--- src/hlcm_pkg.sv ---
package hlcm_pkg;

	// field widths of the channels
	localparam int unsigned PERIOD_W = 32;
	localparam int unsigned HYPER_W  = 32;

	// default width of the tick arithmetic
	localparam int unsigned TICK_WIDTH_DEF = 32;

endpackage

--- src/hlcm_if.sv ---
// request channel carrying one task period
interface hlcm_in_if;
	logic                             valid;
	logic                             ready;
	logic [hlcm_pkg::PERIOD_W-1:0]    period;
	logic                             first;

	modport source (output valid, output period, output first, input ready);
	modport sink   (input valid, input period, input first, output ready);
endinterface

// result channel carrying the running hyperperiod
interface hlcm_out_if;
	logic                             valid;
	logic                             ready;
	logic [hlcm_pkg::HYPER_W-1:0]     hyperperiod;
	logic                             overflow;

	modport source (output valid, output hyperperiod, output overflow, input ready);
	modport sink   (input valid, input hyperperiod, input overflow, output ready);
endinterface

--- src/hyperperiod_lcm_accumulator.sv ---
// Hyperperiod accumulator: running least common multiple of task periods.
// in_ch (valid/ready) takes one request: a period and a first mark. A first
// request loads the period and clears the sticky overflow flag; any other
// request folds the period in as lcm(H, p) = (H / gcd(H, p)) * p.
// out_ch (valid/ready) returns one result per request: the running value
// (saturated to all ones on overflow) and the sticky overflow flag.
// First, zero and post-overflow requests skip the arithmetic. A full
// lcm runs on one shared adder/subtractor: a binary gcd of up to about
// 4*TICK_WIDTH steps counting swaps, up to TICK_WIDTH doubling steps, a
// restoring divide of TICK_WIDTH steps and a shift-add multiply of up to
// TICK_WIDTH steps, cut short on overflow.
// One request is in flight at a time; in_ch.ready is high only when idle.
// A finished result waits in the output register; while out_ch is stalled
// the next request may still be taken and worked on, and its result is
// held back until the output register is free.
// Reset sets the running value to 1, clears the overflow flag and drops
// out_ch.valid.
module hyperperiod_lcm_accumulator #(
	parameter int unsigned TICK_WIDTH = hlcm_pkg::TICK_WIDTH_DEF
) (
	input  logic              clk,
	input  logic              arst_n,
	hlcm_in_if.sink           in_ch,
	hlcm_out_if.source        out_ch
);

	localparam int unsigned AW = TICK_WIDTH + 2;
	localparam int unsigned CW = $clog2(TICK_WIDTH + 1);
	localparam int unsigned KW = $clog2(TICK_WIDTH);

	typedef enum logic [2:0] {
		ST_IDLE,
		ST_GCD,
		ST_SHIFT,
		ST_DIV,
		ST_MUL,
		ST_DONE
	} state_t;

	state_t                  state_q;
	logic [TICK_WIDTH-1:0]   run_q;
	logic                    ovf_q;
	logic [TICK_WIDTH-1:0]   p_q;
	logic [TICK_WIDTH-1:0]   a_q;
	logic [TICK_WIDTH-1:0]   b_q;
	logic [KW-1:0]           k_q;
	logic [CW-1:0]           cnt_q;
	logic [TICK_WIDTH-1:0]   rem_q;
	logic [TICK_WIDTH-1:0]   quo_q;
	logic [TICK_WIDTH-1:0]   acc_q;
	logic                    out_valid_q;
	logic [hlcm_pkg::HYPER_W-1:0] out_hyper_q;
	logic                    out_ovf_q;

	logic [TICK_WIDTH+hlcm_pkg::PERIOD_W-1:0] p_ext;
	logic [TICK_WIDTH-1:0]   p_in;
	logic [TICK_WIDTH+hlcm_pkg::HYPER_W-1:0]  run_ext;
	logic                    in_acc;
	logic [TICK_WIDTH:0]     div_try;
	logic [AW-1:0]           op_a;
	logic [AW-1:0]           op_b;
	logic                    op_sub;
	logic [AW-1:0]           alu_res;
	logic                    alu_neg;

	// period trimmed or widened to the tick width
	assign p_ext   = {{TICK_WIDTH{1'b0}}, in_ch.period};
	assign p_in    = p_ext[TICK_WIDTH-1:0];
	assign run_ext = {{hlcm_pkg::HYPER_W{1'b0}}, run_q};

	assign in_ch.ready = (state_q == ST_IDLE);
	assign in_acc      = in_ch.valid && in_ch.ready;

	// partial remainder with the next dividend bit shifted in
	assign div_try = {rem_q, quo_q[TICK_WIDTH-1]};

	// operand select for the shared adder/subtractor
	always_comb begin
		op_a   = '0;
		op_b   = '0;
		op_sub = 1'b0;
		unique case (state_q)
			ST_GCD: begin
				op_a   = {2'b00, a_q};
				op_b   = {2'b00, b_q};
				op_sub = 1'b1;
			end
			ST_DIV: begin
				op_a   = {1'b0, div_try};
				op_b   = {2'b00, a_q};
				op_sub = 1'b1;
			end
			ST_MUL: begin
				op_a = {1'b0, acc_q, 1'b0};
				op_b = quo_q[TICK_WIDTH-1] ? {2'b00, p_q} : '0;
			end
			default: begin
				op_a   = '0;
				op_b   = '0;
				op_sub = 1'b0;
			end
		endcase
	end

	// shared adder/subtractor
	assign alu_res = op_a + (op_sub ? ~op_b : op_b) + {{(AW-1){1'b0}}, op_sub};
	assign alu_neg = alu_res[AW-1];

	// sequencer, working registers and output register
	always_ff @(posedge clk or negedge arst_n) begin
		if (!arst_n) begin
			state_q     <= ST_IDLE;
			run_q       <= {{(TICK_WIDTH-1){1'b0}}, 1'b1};
			ovf_q       <= 1'b0;
			out_valid_q <= 1'b0;
		end else begin
			// result taken by the receiver, unless a new one is handed over
			if (out_valid_q && out_ch.ready && state_q != ST_DONE) begin
				out_valid_q <= 1'b0;
			end

			unique case (state_q)
				ST_IDLE: begin
					if (in_acc) begin
						p_q <= p_in;
						a_q <= run_q;
						b_q <= p_in;
						k_q <= '0;
						if (in_ch.first) begin
							run_q   <= p_in;
							ovf_q   <= 1'b0;
							state_q <= ST_DONE;
						end else if (ovf_q) begin
							state_q <= ST_DONE;
						end else if (run_q == '0 || p_in == '0) begin
							run_q   <= '0;
							state_q <= ST_DONE;
						end else begin
							state_q <= ST_GCD;
						end
					end
				end

				// binary gcd, common factors of two counted in k
				ST_GCD: begin
					if (alu_res == '0) begin
						state_q <= ST_SHIFT;
					end else if (!a_q[0] && !b_q[0]) begin
						a_q <= a_q >> 1;
						b_q <= b_q >> 1;
						k_q <= k_q + KW'(1);
					end else if (!a_q[0]) begin
						a_q <= a_q >> 1;
					end else if (!b_q[0]) begin
						b_q <= b_q >> 1;
					end else if (alu_neg) begin
						a_q <= b_q;
						b_q <= a_q;
					end else begin
						a_q <= alu_res[TICK_WIDTH:1];
					end
				end

				// restore the factors of two into the gcd
				ST_SHIFT: begin
					if (k_q == '0) begin
						rem_q   <= '0;
						quo_q   <= run_q;
						cnt_q   <= CW'(TICK_WIDTH);
						state_q <= ST_DIV;
					end else begin
						a_q <= a_q << 1;
						k_q <= k_q - KW'(1);
					end
				end

				// restoring divide of the running value by the gcd
				ST_DIV: begin
					if (alu_neg) begin
						rem_q <= div_try[TICK_WIDTH-1:0];
					end else begin
						rem_q <= alu_res[TICK_WIDTH-1:0];
					end
					quo_q <= {quo_q[TICK_WIDTH-2:0], !alu_neg};
					if (cnt_q == CW'(1)) begin
						acc_q   <= '0;
						cnt_q   <= CW'(TICK_WIDTH);
						state_q <= ST_MUL;
					end else begin
						cnt_q <= cnt_q - CW'(1);
					end
				end

				// shift-add multiply by the period, msb first, stop on overflow
				ST_MUL: begin
					if (alu_res[AW-1:TICK_WIDTH] != 2'b00) begin
						run_q   <= '1;
						ovf_q   <= 1'b1;
						state_q <= ST_DONE;
					end else begin
						acc_q <= alu_res[TICK_WIDTH-1:0];
						quo_q <= quo_q << 1;
						cnt_q <= cnt_q - CW'(1);
						if (cnt_q == CW'(1)) begin
							run_q   <= alu_res[TICK_WIDTH-1:0];
							state_q <= ST_DONE;
						end
					end
				end

				// hand the result over once the output register is free
				ST_DONE: begin
					if (!out_valid_q || out_ch.ready) begin
						out_valid_q <= 1'b1;
						out_hyper_q <= run_ext[hlcm_pkg::HYPER_W-1:0];
						out_ovf_q   <= ovf_q;
						state_q     <= ST_IDLE;
					end
				end

				default: begin
					state_q <= ST_IDLE;
				end
			endcase
		end
	end

	assign out_ch.valid       = out_valid_q;
	assign out_ch.hyperperiod = out_hyper_q;
	assign out_ch.overflow    = out_ovf_q;

endmodule

--- src/flat_wrapper.sv ---
// flat-port wrapper written by rule: the top's interface ports become plain ports
module hyperperiod_lcm_accumulator_flat 
#(
	parameter int unsigned TICK_WIDTH = hlcm_pkg::TICK_WIDTH_DEF
)
  (clk, arst_n, in_ch_valid, in_ch_period, in_ch_first, in_ch_ready, out_ch_valid, out_ch_hyperperiod, out_ch_overflow, out_ch_ready);
  hlcm_in_if in_ch_i ();
  hlcm_out_if out_ch_i ();
  input  logic clk;
  input  logic arst_n;
  input wire logic [$bits(in_ch_i.valid)-1:0] in_ch_valid;
  input wire logic [$bits(in_ch_i.period)-1:0] in_ch_period;
  input wire logic [$bits(in_ch_i.first)-1:0] in_ch_first;
  output wire logic [$bits(in_ch_i.ready)-1:0] in_ch_ready;
  output wire logic [$bits(out_ch_i.valid)-1:0] out_ch_valid;
  output wire logic [$bits(out_ch_i.hyperperiod)-1:0] out_ch_hyperperiod;
  output wire logic [$bits(out_ch_i.overflow)-1:0] out_ch_overflow;
  input wire logic [$bits(out_ch_i.ready)-1:0] out_ch_ready;
  assign in_ch_i.valid = in_ch_valid;
  assign in_ch_i.period = in_ch_period;
  assign in_ch_i.first = in_ch_first;
  assign in_ch_ready = in_ch_i.ready;
  assign out_ch_valid = out_ch_i.valid;
  assign out_ch_hyperperiod = out_ch_i.hyperperiod;
  assign out_ch_overflow = out_ch_i.overflow;
  assign out_ch_i.ready = out_ch_ready;
  hyperperiod_lcm_accumulator #(.TICK_WIDTH(TICK_WIDTH)) u_core (.clk(clk), .arst_n(arst_n), .in_ch(in_ch_i), .out_ch(out_ch_i));
endmodule
--- config.mk ---
export PLATFORM = sky130hd
export DESIGN_NAME = hyperperiod_lcm_accumulator_flat
export DESIGN_NICKNAME = d
export VERILOG_FILES = /design/src/hlcm_pkg.sv /design/src/hlcm_if.sv /design/src/hyperperiod_lcm_accumulator.sv /design/src/flat_wrapper.sv
export SDC_FILE = /design/constraint.sdc
export NUM_CORES = 1
export LEC_CHECK = 0
export ABC_AREA = 1
export BUFFER_PORTS_ARGS = -buffer_cell sky130_fd_sc_hd__buf_2
export CAP_MARGIN = 40
export CORE_MARGIN = 4
export CORE_UTILIZATION = 42
export CTS_CLUSTER_DIAMETER = 120
export DETAILED_ROUTE_END_ITERATION = 10
export GPL_TIMING_DRIVEN = 0
export HOLD_SLACK_MARGIN = 0.03
export RECOVER_POWER = 100
export SLEW_MARGIN = 30
export SYNTH_ARGS = -nofsm -noshare
export SYNTH_HDL_FRONTEND = slang
export SYNTH_SLANG_ARGS = --single-unit
export TNS_END_PERCENT = 50
--- constraint.sdc ---
create_clock -name clk -period 6 [get_ports clk]
set_input_delay 0.9 -clock clk [delete_from_list [all_inputs] [get_ports clk]]
set_output_delay 0.9 -clock clk [all_outputs]
set_load 0.02 [all_outputs]
==> out/metrics.cfg <==
[final_layout]
areaGrowthSynthToFinish_pct = 13.3
stdcell_count = 2495
diodes = 0
drive_above_1_share_pct = 8.14
fillers = 3743
utilization_pct = 48.7
fin_nets = 2042

[yosys]
ys_seq_elements = 273
yosysWarnings = 0
yosysTopAreaCell = edfxtp_1
synth_cell_type_count = 56
synth-edff-count = 236
avgSynthCellArea_um2 = 8.63
netlist.area_leader.share_pct = 44.6
synth-main-ff-cell = edfxtp_1
syn_area_mm2 = 0.0159
synth.area.top_cells = edfxtp_1, nand2_1, dfrtp_1
synth_common_cells = nand2_1, edfxtp_1, inv_1
async_reset_ff_share_pct = 13.6
synth_nets = 1917
synth_seq_area_share_pct = 50.5
synth_cells = 1841
synth.most_common_cell = nand2_1

[critical_path]
crit_path_end_kind = flop
path_common_cell = buf_4
critPathLaunchType = flop
critPathArrivalTime_ns = 6.14
path_max_fanout = 10
required_ns = 6.30
crit_type = reg2reg
crit_slowest_cell = a221oi_1
slowest_delay_ns = 0.44

[clock_network]
cts_tree = built
cts_max_path_buffers = 3
cts_hold_buffers = 0
path_clk_slew_ns = 0.07
cts_buffers = 31
root_buffer = clkbuf_16
clk_latency_ns = 0.60
clock_sinks = 273
htree_levels = 1

[die]
die_area_mm2 = 0.0410
io_pins = 72
die_y_um = 202
core_mm2 = 0.0370
rows = 70
start_util_pct = 43.0
die_w_um = 202

[sta]
worst_hold_slack_ns = 0.402
setup_viol = 0
tns_ns = 0
rsz0062_at_grt = false
final_hold_viol_count = 0
maxSlewHeadroom_pct = -20.4
tightest_slew_ns = 1.81
slew_violations = 33
post-route-min-period_ns = 5.84
max_freq_ghz = 0.171
post-route-period-util_pct = 97.3
fin_worst_skew_ns = 0.0241

[global_routing]
grt_pass1_wl_mm = 91.2
grt_pass1_vias = 14200
grt_max_degree = 29
grt_overflow = 0
grt_usage_pct = 29.8
antenna_found_initial = 1

[placement]
hpwl_mm = 49.7
numPortBuffers = 70
gp_congestion = 0.961
dp_cells = 2433

[power_and_ir_drop]
p_int_w = 0.00569
powerDensity_mw_per_mm2 = 647
p_clk_share_pct = 17.4
cellLeakagePower_nw = 7.11
power_frac_seq_pct = 26.4
irDropWorstVdd_uv = 289
p_sw_w = 0.00596
pwr-share-comb_pct = 56.1
switching_share_pct = 51.1

[drt]
first_pass_iters = 5
wl_mm = 62.9
drc = 0
final_antenna_net_count = 0
drt-wirelength-per-cell_um = 25.2
drtIter0Drc = 1803
vias = 14700
vias_per_cell = 5.91

[hold_path]
hold_class = in2async

[run]
max_cap_violations = 2

[run_status]
status = finished, violations left
failed_checks = capacitance limit, slew limit

==> area by class of cell <==
| cell class | count | area, µm² | area share (%) |
|---|---|---|---|
| tap | 504 | 631 | 3.50 |
| clock inverter | 20 | 223 | 1.24 |
| clock buffer | 38 | 863 | 4.80 |
| multi-input combinational | 1305 | 6760 | 37.6 |
| inverter | 173 | 657 | 3.65 |
| timing repair buffer | 92 | 440 | 2.45 |
| buffer | 90 | 412 | 2.29 |
| sequential | 273 | 8010 | 44.5 |
==> metrics by stage <==
stage | setup slack, ns | power, W | cell area [µm²]
after floorplan | 0.0633 | 0.00708 | 15900
after global placement | -3.66 | 0.00957 | 16900
after detailed placement | 0.0121 | 0.00968 | 17200
after CTS | 0.0313 | 0.0117 | 18300
after global routing | 0.0254 | 0.0122 | 18000
final | 0.163 | 0.0117 | 18000
==> worst paths after layout <==
path | startpoint | to | slack [ns] | cells past startpoint
max | u_core.state_q[0] | u_core.acc_q[6] | 0.16 | 25
min | arst_n | u_core.run_q[12] | 0.40 | 1
max reg2reg | u_core.state_q[0] | u_core.acc_q[6] | 0.16 | 25
min reg2reg | u_core.ovf_q | u_core.out_ch.overflow | 0.51 | 0
max in group asynchronous | arst_n | u_core.run_q[28] | 4.92 | 2
min in group clk | u_core.ovf_q | u_core.out_ch.overflow | 0.51 | 0
==> worst max-delay path: cells and delay by family (launching register included) <==
kind                     cells  cell delay, ns
flip-flops                   1            0.42
buffers and inverters        8            1.82
AO/OA/AOI/OAI                4            1.21
AND/OR/NAND/NOR             12            1.69
adder cells (fa/ha/maj)      1            0.36
==> timing repair <==
item,in CTS,in global routing
gates resized for setup,2,18
hold endpoints to repair,0,0
buffers inserted,0,2
endpoints found under the setup margin,7,121
==> cells in the final DEF, fill, tap and decap left out, types with 10 or more instances in the layout <==
cell / synthesis / routed
dfrtp_1: 36 / 36
a211oi_2: 10 / 10
ha_1: 37 / 37
nand4_1: 14 / 16
clkbuf_2: 0 / 14
o2111ai_1: 25 / 25
nor4_1: 18 / 18
clkbuf_16: 0 / 32
nor2_1: 145 / 145
nand2_2: 19 / 13
nand3b_1: 11 / 11
nor3_1: 19 / 17
edfxtp_1: 236 / 236
o22ai_1: 29 / 29
nand3_1: 97 / 98
a21oi_1: 118 / 117
a211oi_1: 16 / 16
nand2_1: 476 / 482
inv_1: 164 / 164
o21ai_0: 130 / 167
clkbuf_1: 57 / 138
==> sequential cells by signal, indices dropped and copies added, names as in the netlist <==
| name | cells |
|---|---|
| u_core.a_q | 32 |
| u_core.acc_q | 32 |
| u_core.b_q | 32 |
| u_core.out_ch.hyperperiod | 32 |
| u_core.p_q | 32 |
| u_core.quo_q | 32 |
| u_core.rem_q | 32 |
| u_core.run_q | 32 |
| u_core.cnt_q | 6 |
| u_core.k_q | 5 |
| u_core.state_q | 3 |
| u_core.out_ch.overflow | 1 |
| u_core.out_ch.valid | 1 |
| u_core.ovf_q | 1 |
==> routing by layer <==
metal  part of all wire [%]  global-route usage [%]  vias up  routed length (µm)
met1                     41                    40.1     7127               25600
met2                     45                    47.5      776               28600
met4                    6.2                    15.3        2                3900
met3                    7.6                    3.85      187                4770
met5                  0.021                       0        -                  13
li1                       -                       -     6643                   -
==> kinds of logic (layout without fill, tap and decap cells) <==
logic type / count (synthesis) / after routing / synth area share [%]
compound gates: 417 / 417 / 15.6
flops: 273 / 273 / 50.5
xor+xnor: 13 / 13 / 0.764
simple gates: 836 / 836 / 23.2
buf+inv: 263 / 413 / 6.85
fa+ha+maj: 39 / 39 / 3.17
==> power by group through the flow <==
stage	logic (W)	registers, W	clock network [W]
2_1_floorplan	0.00405	0.00303	0
3_3_place_gp	0.00644	0.00313	0
3_5_place_dp	0.00657	0.00311	0
4_1_cts	0.00660	0.00307	0.00203
5_1_grt	0.00702	0.00312	0.00211
6_report	0.00654	0.00308	0.00203
Power figures use the tool's default switching activity.
